### config.mk
export PLATFORM = sky130hd
export DESIGN_NAME = branch_penalty_with_target_gap
export DESIGN_NICKNAME = d
export VERILOG_FILES = /design/src/hdl/bpg_pkg.sv /design/src/hdl/bpg_gap_bank.sv /design/src/hdl/bpg_penalty.sv /design/src/hdl/branch_penalty_with_target_gap.sv
export SDC_FILE = /design/constraint.sdc
export NUM_CORES = 1
export LEC_CHECK = 0
export ABC_AREA = 1
export BUFFER_PORTS_ARGS = -buffer_cell sky130_fd_sc_hd__buf_2
export CORE_MARGIN = 3
export CORE_UTILIZATION = 63
export DETAILED_ROUTE_END_ITERATION = 8
export GPL_TIMING_DRIVEN = 0
export PLACE_DENSITY = 0.84
export SLEW_MARGIN = 25
export SYNTH_ARGS = -nofsm -noshare
export SYNTH_HDL_FRONTEND = slang
export SYNTH_HIERARCHICAL = 1
export SYNTH_SLANG_ARGS = --single-unit
### constraint.sdc
create_clock -name clk -period 7.8 [get_ports clk]
set_input_delay 1.56 -clock clk [delete_from_list [all_inputs] [get_ports clk]]
set_output_delay 1.56 -clock clk [all_outputs]
set_load 0.01 [all_outputs]
### src/hdl/bpg_pkg.sv
// Package for the branch penalty block with target-register gap counters.
// Holds instruction function codes, field widths, parameter defaults and shared types.
// No dependencies.
package bpg_pkg;

  // Instruction function codes
  localparam logic [1:0] FUNC_SET_TR  = 2'd0;
  localparam logic [1:0] FUNC_UNCOND  = 2'd1;
  localparam logic [1:0] FUNC_COND    = 2'd2;
  localparam logic [1:0] FUNC_OTHER   = 2'd3;

  // Fixed field widths
  localparam int FUNC_W = 2;
  localparam int TREG_W = 3;
  localparam int ADDR_W = 3;
  localparam int PEN_W  = 3;

  // Parameter defaults
  localparam int GAP_LIMIT_DEF   = 7;
  localparam int TARGET_REGS_DEF = 8;

  // One registered instruction
  typedef struct packed {
    logic [FUNC_W-1:0] func;
    logic [TREG_W-1:0] target_reg;
    logic              likely_hint;
    logic              taken;
    logic [ADDR_W-1:0] pc_low_bits;
    logic [ADDR_W-1:0] target_low_bits;
  } bpg_item_t;

  // Counter bank update control
  typedef struct packed {
    logic              step;    // advance all counters
    logic              set_en;  // clear the selected counter
    logic [TREG_W-1:0] set_reg;
  } bpg_upd_t;

endpackage

### src/hdl/bpg_gap_bank.sv
// Bank of saturating gap counters, one per branch target register.
// Depends on bpg_pkg.
module bpg_gap_bank
  import bpg_pkg::*;
#(
  parameter int GAP_LIMIT   = GAP_LIMIT_DEF,
  parameter int TARGET_REGS = TARGET_REGS_DEF,
  parameter int GAP_W       = $clog2(GAP_LIMIT + 1)
) (
  input  logic              clk,
  input  logic              rst_n,
  input  logic [TREG_W-1:0] rd_reg,
  output logic [GAP_W-1:0]  rd_gap,
  input  bpg_upd_t          upd
);

  localparam int CMP_W = 8;

  logic [GAP_W-1:0] gap_r   [TARGET_REGS];
  logic [GAP_W-1:0] gap_nxt [TARGET_REGS];

  // Read port: out-of-range registers read as the limit
  always_comb begin
    rd_gap = GAP_W'(GAP_LIMIT);
    for (int i = 0; i < TARGET_REGS; i++) begin
      if (CMP_W'(rd_reg) == CMP_W'(i)) begin
        rd_gap = gap_r[i];
      end
    end
  end

  // Next counter values: saturating advance, set clears its own counter
  always_comb begin
    for (int i = 0; i < TARGET_REGS; i++) begin
      gap_nxt[i] = gap_r[i];
      if (upd.step) begin
        if (upd.set_en && (CMP_W'(upd.set_reg) == CMP_W'(i))) begin
          gap_nxt[i] = '0;
        end else if (gap_r[i] != GAP_W'(GAP_LIMIT)) begin
          gap_nxt[i] = gap_r[i] + GAP_W'(1);
        end
      end
    end
  end

  always_ff @(posedge clk) begin
    for (int i = 0; i < TARGET_REGS; i++) begin
      if (!rst_n) begin
        gap_r[i] <= GAP_W'(GAP_LIMIT);
      end else begin
        gap_r[i] <= gap_nxt[i];
      end
    end
  end

endmodule

### src/hdl/bpg_penalty.sv
// Combinational penalty calculation for one retired instruction.
// Depends on bpg_pkg.
module bpg_penalty
  import bpg_pkg::*;
#(
  parameter int GAP_W = $clog2(GAP_LIMIT_DEF + 1)
) (
  input  bpg_item_t         item,
  input  logic [GAP_W-1:0]  gap,
  input  logic              opt_mode,
  output logic [PEN_W-1:0]  penalty
);

  logic             pc_al;
  logic             tg_al;
  logic [PEN_W-1:0] gap_amt;

  assign pc_al = (item.pc_low_bits == '0);
  assign tg_al = (item.target_low_bits == '0);

  // Gap-based amount
  always_comb begin
    if (gap <= GAP_W'(1)) begin
      gap_amt = PEN_W'(2);
    end else if (gap == GAP_W'(2)) begin
      gap_amt = pc_al ? PEN_W'(1) : PEN_W'(2);
    end else if (gap == GAP_W'(3)) begin
      gap_amt = (tg_al && pc_al) ? PEN_W'(0) : PEN_W'(1);
    end else if (gap == GAP_W'(4)) begin
      gap_amt = (!tg_al && !pc_al) ? PEN_W'(1) : PEN_W'(0);
    end else begin
      gap_amt = '0;
    end
  end

  // Penalty by instruction kind
  always_comb begin
    penalty = '0;
    unique case (item.func)
      FUNC_UNCOND: begin
        penalty = item.likely_hint ? (gap_amt + PEN_W'(1)) : PEN_W'(3);
      end
      FUNC_COND: begin
        if (!item.taken) begin
          penalty = opt_mode ? PEN_W'(2) : PEN_W'(0);
        end else if (!item.likely_hint) begin
          penalty = opt_mode ? PEN_W'(2) : PEN_W'(5);
        end else if (!opt_mode) begin
          penalty = ((gap == GAP_W'(1)) && !pc_al) ? PEN_W'(3) : PEN_W'(2);
        end else begin
          penalty = gap_amt;
        end
      end
      FUNC_SET_TR, FUNC_OTHER: begin
        penalty = '0;
      end
      default: begin
        penalty = '0;
      end
    endcase
  end

endmodule

### src/hdl/branch_penalty_with_target_gap.sv
// Top level of the branch penalty block with per-target-register gap counters.
// Depends on bpg_pkg, bpg_gap_bank and bpg_penalty.
//
//   channel  | ports                              | direction
//   ---------+------------------------------------+----------
//   input    | in_valid/in_ready + 6 fields       | request in
//   result   | out_valid/out_ready + penalty      | request out
//   config   | cfg_wr_en/cfg_wr_data              | write only
//
// One request per cycle sustained without stalls; requests pass the input
// register, then the result register. Penalty and counter update are computed
// in the single stage between them. Synchronous active-low reset sets all gap
// counters to the limit and the mode to off. A stalled result holds the
// stage behind it; the input register still refills as soon as it moves.
module branch_penalty_with_target_gap
  import bpg_pkg::*;
#(
  parameter int GAP_LIMIT   = GAP_LIMIT_DEF,
  parameter int TARGET_REGS = TARGET_REGS_DEF
) (
  input  logic              clk,
  input  logic              rst_n,
  input  logic              cfg_wr_en,
  input  logic              cfg_wr_data,
  input  logic              in_valid,
  output logic              in_ready,
  input  logic [FUNC_W-1:0] in_func,
  input  logic [TREG_W-1:0] in_target_reg,
  input  logic              in_likely_hint,
  input  logic              in_taken,
  input  logic [ADDR_W-1:0] in_pc_low_bits,
  input  logic [ADDR_W-1:0] in_target_low_bits,
  output logic              out_valid,
  input  logic              out_ready,
  output logic [PEN_W-1:0]  out_penalty_cycles
);

  localparam int GAP_W = $clog2(GAP_LIMIT + 1);

  logic             mode_r;
  bpg_item_t        item_r;
  logic             item_vld_r;
  logic             out_vld_r;
  logic [PEN_W-1:0] pen_r;
  logic             out_free;
  logic             advance;
  logic [GAP_W-1:0] gap;
  logic [PEN_W-1:0] pen_nxt;
  bpg_upd_t         upd;

  // Handshake
  assign out_free = !out_vld_r || out_ready;
  assign advance  = item_vld_r && out_free;
  assign in_ready = !item_vld_r || advance;

  // Mode register
  always_ff @(posedge clk) begin
    if (!rst_n) begin
      mode_r <= 1'b0;
    end else if (cfg_wr_en) begin
      mode_r <= cfg_wr_data;
    end
  end

  // Input register
  always_ff @(posedge clk) begin
    if (!rst_n) begin
      item_vld_r <= 1'b0;
    end else if (in_ready) begin
      item_vld_r <= in_valid;
    end
  end

  always_ff @(posedge clk) begin
    if (in_valid && in_ready) begin
      item_r.func            <= in_func;
      item_r.target_reg      <= in_target_reg;
      item_r.likely_hint     <= in_likely_hint;
      item_r.taken           <= in_taken;
      item_r.pc_low_bits     <= in_pc_low_bits;
      item_r.target_low_bits <= in_target_low_bits;
    end
  end

  // Counter bank, updated as the request leaves the input register
  assign upd.step    = advance;
  assign upd.set_en  = (item_r.func == FUNC_SET_TR);
  assign upd.set_reg = item_r.target_reg;

  bpg_gap_bank #(
    .GAP_LIMIT   (GAP_LIMIT),
    .TARGET_REGS (TARGET_REGS),
    .GAP_W       (GAP_W)
  ) u_gap_bank (
    .clk    (clk),
    .rst_n  (rst_n),
    .rd_reg (item_r.target_reg),
    .rd_gap (gap),
    .upd    (upd)
  );

  bpg_penalty #(
    .GAP_W (GAP_W)
  ) u_penalty (
    .item     (item_r),
    .gap      (gap),
    .opt_mode (mode_r),
    .penalty  (pen_nxt)
  );

  // Result register
  always_ff @(posedge clk) begin
    if (!rst_n) begin
      out_vld_r <= 1'b0;
    end else if (out_free) begin
      out_vld_r <= item_vld_r;
    end
  end

  always_ff @(posedge clk) begin
    if (advance) begin
      pen_r <= pen_nxt;
    end
  end

  assign out_valid          = out_vld_r;
  assign out_penalty_cycles = pen_r;

endmodule
==> flow_summary.yaml, run 1 <==
global_route:
  grt_pass1_wl_mm: 8.20
  grt_remaining_overflow: 0
  grt_max_degree: 15
  grt_use_total: 0.248
  grt_pass1_vias: 1897
  antenna_found_initial: 0
final_layout:
  antenna_cells: 0
  final_area_um2: 2650
  area_delta_synth_final_pct: 12.1
  final_nets: 362
  utilization: 0.764
  drive_gt1_frac: 0.190
  fillers: 261
  instances_no_fill: 373
sta:
  hold_violations: 0
  period_needed_ns: 3.57
  rsz0062_at_grt: "false"
  setup_viol_count_final: 0
  fmax_ghz: 0.280
  fin_setup_tns_ns: 0
  max-slew-margin-rel: 0.483
  finClkSkew_ns: 0.00664
  drv_slew: 0
  finalCritPeriodShare: 0.458
  tightest_slew_ns: 0.775
worst_setup_path:
  slowest_delay_ns: 0.15
  criticalPathCategory: "in -> out"
  end_kind: "output port"
  crit_chain: "buf_2 > inv_1 > nand3_2 > buf_2"
  worst_ep_required_time_ns: 6.24
  slowest_stage: "buf_2"
  start_kind: "input pin"
  arrival_ns: 2.01
  critPathMaxFanout: 3
  crit_path_frequent_cell: "buf_2"
clock_network:
  clk_path_buf_depth: 2
  htree_num_levels: 2
  cts_tree: "yes"
  clock-sinks: 43
  clkLatencyLatePin_ns: 0.30
  cts_root_buf: "clkbuf_8"
  ctsResizeCount: 0
  cts.hold.buffers_added: 0
  numCtsBuffers: 5
  path_clk_slew_ns: 0.08
  cts_setup_buffers: 0
logic_synthesis:
  synth-edff-count: 16
  synth_cell_types: 29
  synth_flop_cell: "dfxtp_1"
  synth_nets: 332
  yosysSeqAreaShare: 0.432
  yosys_warnings: 6
  postSynthAreaPerCell_um2: 7.98
  synthCells: 296
  syn_area_um2: 2360
  ys_seq_elements: 43
  async_flop_share: 0
placed_design:
  dp_hpwl_mm: 3.54
  dpl.cell_count: 365
  place_congestion: 0.903
  place_area_um2: 2540
  port_buffers: 23
routing:
  ant_nets: 0
  vias_per_cell: 5.31
  routed_wl_mm: 4.82
  post_drt_wl_per_cell_um: 12.9
  vias: 1982
  post-route-drc-count: 0
  first_pass_iters: 4
  dr.first_iter.drc_count: 201
floorplan:
  initial_core_util: 0.681
  die_y_um: 67.3
  coreArea_um2: 3470
  dieWidth_um: 67.3
  row_count: 21
  num_io_pins: 24
  die_area_um2: 4520
power:
  p_leak_nw: 1.33
  peakVddDrop_mv: 0.141
  power_density_nw_per_um2: 185
run_status:
  status: "finished, final reports clean"
job:
  drv_cap: 0
hold_path:
  holdCritPathClass: "reg -> reg"
## per-layer routing
layer / part of all wire / GRT usage / vias to the layer above
met4: 0.014 / 0.114 / 0
met2: 0.49 / 0.395 / 48
met3: 0.051 / 0.0666 / 9
met5: 0 / 0 / -
met1: 0.44 / 0.312 / 884
li1: - / - / 1041
## Yosys cell counts (2+ instances only)
cell | number | share of area
clkbuf_1 | 2 | 0.0032
ha_1 | 17 | 0.090
nand2_1 | 84 | 0.13
inv_2 | 6 | 0.0095
nand3_2 | 4 | 0.017
nor2_1 | 15 | 0.024
a21oi_1 | 12 | 0.025
nor3_2 | 5 | 0.021
o31ai_1 | 2 | 0.0064
o211ai_1 | 12 | 0.038
inv_1 | 42 | 0.067
o21ai_2 | 3 | 0.011
a21oi_2 | 4 | 0.015
or2_2 | 2 | 0.0053
dfxtp_1 | 27 | 0.23
nand3_1 | 26 | 0.055
nor2_2 | 4 | 0.011
o21ai_0 | 2 | 0.0042
nor3_1 | 2 | 0.0042
edfxtp_1 | 16 | 0.20
## cell families after synthesis
logic type,share of synthesized area
AO/OA/AOI/OAI,0.106
AND/OR/NAND/NOR,0.286
flip-flops,0.432
adder cells (fa/ha/maj),0.0900
buffers and inverters,0.0858
## worst max-delay path: cells and delay by family
family / cells / cell delay [ns]
simple gates: 1 / 0.10
buf+inv: 3 / 0.35
## cells in the final DEF (no fill, tap or decap)
cell / instances
clkinv_1: 1
nor3_1: 2
nor2_1: 15
nand3_2: 4
nand3_1: 26
clkbuf_1: 2
dfxtp_1: 27
clkbuf_8: 5
o21ai_2: 3
ha_1: 17
inv_1: 42
nand3b_1: 1
a21oi_1: 12
buf_2: 23
o31ai_1: 2
buf_6: 1
nand2_2: 1
a21oi_2: 4
clkinv_2: 1
o21ai_0: 2
bufinv_16: 1
nor2_2: 4
a21boi_0: 1
clkinv_4: 1
edfxtp_1: 16
nor4_1: 1
o211ai_1: 12
nand4_1: 1
nor3_2: 5
nand2_1: 84
nor2_4: 1
or2_2: 2
inv_2: 6
a31oi_1: 1
## through the flow
stage / setup slack, ns / hold slack (ns) / power [W]
after CTS: 4.22 / 0.502 / 0.000493
after detailed placement: 4.22 / 0.491 / 0.000320
final: 4.23 / 0.498 / 0.000489
after global placement: 4.26 / 0.474 / 0.000316
after floorplan: 4.50 / 0.460 / 0.000301
after global routing: 4.17 / 0.530 / 0.000514
## area by class of cell
type | count | area, µm² | share of cell area
Timing Repair Buffer | 23 | 115 | 0.0435
Multi-Input combinational cell | 201 | 1140 | 0.430
Buffer | 3 | 18.8 | 0.00709
Clock inverter | 3 | 43.8 | 0.0165
Inverter | 49 | 184 | 0.0694
Sequential cell | 43 | 1020 | 0.385
Tap cell | 46 | 57.6 | 0.0217
Clock buffer | 5 | 68.8 | 0.0260
## sequential cells by signal, summed over array words and instances (netlist names)
signal,flops
item_vld_r,1
u_gap_bank/gap_r,24
out_penalty_cycles,3
mode_r,1
item_r,13
out_valid,1
## final timing paths
path	to	cells past startpoint	slack, ns	startpoint
worst max-delay path	in_ready	4	4.23	out_ready
worst min-delay path	out_valid	2	0.50	item_vld_r
worst min register to register	out_valid	2	0.50	item_vld_r
worst max register to register	out_penalty_cycles[1]	11	4.95	item_r[9]
## where the power goes
part / internal (W) / leakage [nW] / switching [W] / total, W
Sequential: 0.000244 / 0.376 / 0.00000951 / 0.000254
Combinational: 0.0000237 / 0.896 / 0.0000393 / 0.0000629
Clock: 0.0000953 / 0.0581 / 0.0000769 / 0.000172
Total: 0.000363 / 1.33 / 0.000126 / 0.000489
Power figures use the tool's default switching activity.
==> inputs of run 2 (changes only) <==
--- a/config.mk
+++ b/config.mk
@@ -8,10 +8,10 @@
 export ABC_AREA = 1
 export BUFFER_PORTS_ARGS = -buffer_cell sky130_fd_sc_hd__buf_2
 export CORE_MARGIN = 3
-export CORE_UTILIZATION = 63
+export CORE_UTILIZATION = 53
 export DETAILED_ROUTE_END_ITERATION = 8
 export GPL_TIMING_DRIVEN = 0
-export PLACE_DENSITY = 0.84
+export PLACE_DENSITY = 0.76
 export SLEW_MARGIN = 25
 export SYNTH_ARGS = -nofsm -noshare
 export SYNTH_HDL_FRONTEND = slang
==> constraint.sdc (replaced) <==
create_clock -name clk -period 2.9 [get_ports clk]
set_input_delay 0.58 -clock clk [delete_from_list [all_inputs] [get_ports clk]]
set_output_delay 0.58 -clock clk [all_outputs]
set_load 0.01 [all_outputs]
==> run 2 against run 1 <==
Effect of this change:
- register-to-register slack lost 4.7 ns
- worst hold slack lost 0.046 ns
- clock skew increased by 0.0010 ns
- global-route usage decreased by 6.1 points
- largest cell class unchanged
==> flow_summary.yaml, run 2 (synthesis gave the netlist of run 1 again) <==
run_status:
  status: "finished, final reports clean"
sta:
  drv_slew: 0
  finalCritPeriodShare: 0.914
  hold_violations: 0
  whs_ns: 0.452
  fin_setup_tns_ns: 0
  rsz0062_at_grt: "false"
  tightest_slew_ns: 0.834
  fmax_ghz: 0.377
  setup_viol_count_final: 0
  max-slew-margin-rel: 0.444
  finClkSkew_ns: 0.00768
  period_needed_ns: 2.65
global_route:
  grt_pass1_wl_mm: 7.70
  grt_remaining_overflow: 0
  grt_pass1_vias: 1797
  grt_max_degree: 15
  grt_use_total: 0.187
  antenna_found_initial: 0
floorplan:
  coreArea_um2: 4140
  die_y_um: 72.8
  die_area_um2: 5300
  num_io_pins: 24
  row_count: 23
  initial_core_util: 0.570
  dieWidth_um: 72.8
final_layout:
  area_delta_synth_final_pct: 15.2
  final_cell_mix: "nand2_1 (84), inv_1 (42), dfxtp_1 (27)"
  final_nets: 370
  layout_commonest_cell: "nand2_1"
  largest_register_ffs: 24
  drive_gt1_frac: 0.212
  top_register: "u_gap_bank/gap_r"
  antenna_cells: 0
clock_network:
  clk_path_buf_depth: 2
  clock-sinks: 43
  cts_tree: "yes"
  numCtsBuffers: 5
  path_clk_slew_ns: 0.08
  htree_num_levels: 2
  clkLatencyLatePin_ns: 0.30
  cts_root_buf: "clkbuf_8"
placed_design:
  place_congestion: 0.786
  port_buffers: 23
  dp_hpwl_mm: 3.40
routing:
  first_pass_iters: 5
  routed_wl_mm: 4.56
  post_drt_wl_per_cell_um: 11.8
  vias_per_cell: 5.04
  post-route-drc-count: 0
  ant_nets: 0
  dr.first_iter.drc_count: 93
  vias: 1942
worst_setup_path:
  rr_worst_depth: 17
  arrival_ns: 2.71
  start_kind: "flip-flop"
  critPathMaxFanout: 7
  rrSetupSlack_ns: 0.25
  startpoint: "item_r[8]"
  r2r-start: "item_r[8]"
  criticalPathCategory: "reg -> reg"
  cp-endpoint: "out_penalty_cycles[1]"
  r2r-end: "out_penalty_cycles[1]"
  worst_ep_required_time_ns: 2.96
  end_kind: "flip-flop"
power:
  p_leak_nw: 1.37
  peakVddDrop_mv: 0.295
  power_density_nw_per_um2: 487
job:
  drv_cap: 0
hold_path:
  holdCritPathClass: "in -> reg"
  hold_start: "in_likely_hint"
## run 2: how the worst min path moves through the flow
stage	endpoint	depth (start not counted)
final	item_r[7]	1
after detailed placement	out_valid	2
after global placement	out_valid	2
after floorplan	u_gap_bank/gap_r[1][4]	2
after CTS	item_r[7]	1
after global routing	item_r[1]	1
## run 2: critical path, stage by stage (launching register included)
cell	delay [ns]
edfxtp_1	0.52
inv_2	0.17
nand3_1	0.17
inv_1	0.11
nand2_1	0.05
nand2_1	0.06
nand2_1	0.04
nand2_1	0.08
nand3_1	0.07
nand2_1	0.12
inv_1	0.09
nor2_2	0.14
nand3_2	0.12
o21ai_2	0.10
a31oi_1	0.07
ha_1	0.28
o21ai_1	0.15
o21ai_2	0.07
## run 2: where the power goes
part | switching, W | internal, W
clock | 0.000212 | 0.000256
combinational | 0.000108 | 0.0000705
sequential | 0.0000215 | 0.000657
total | 0.000342 | 0.000983
## run 2: layout make-up
| class | instances | area [µm²] |
|---|---|---|
| clock buffers | 5 | 68.8 |
| repair buffers | 31 | 175 |
| multi-input cells | 201 | 1150 |
| plain buffers | 3 | 18.8 |
| flip-flops and latches | 43 | 1020 |
| fillers | 359 | 1420 |
| well taps | 50 | 62.6 |
| inverters | 49 | 184 |
| clock inverters | 3 | 43.8 |
## run 2: metrics by stage
stage / cells / worst slack [ns] / total power (W) / util / cell area (µm²)
final: 385 / 0.249 / 0.00133 / 0.657 / 2720
after global routing: 385 / 0.0301 / 0.00140 / 0.657 / 2720
after CTS: 377 / 0.0863 / 0.00132 / 0.640 / 2650
after detailed placement: 369 / 0.111 / 0.000857 / 0.613 / 2540
after global placement: 369 / 0.132 / 0.000851 / 0.613 / 2540
after floorplan: 296 / 0.448 / 0.000809 / - / 2360
## run 2: what timing repair did
item                                    in CTS  in global routing
gates resized for setup                      0                  3
endpoints found under the setup margin       0                  1
hold buffers                                 0                  0
buffers inserted                             0                  8
## run 2: per-layer routing
metal	global-route usage	vias to the layer above	wire [µm]
met3	0.0344	6	214
met2	0.304	45	2090
met1	0.249	845	2200
li1	-	1046	-
met4	0.0676	0	53
met5	0	-	0
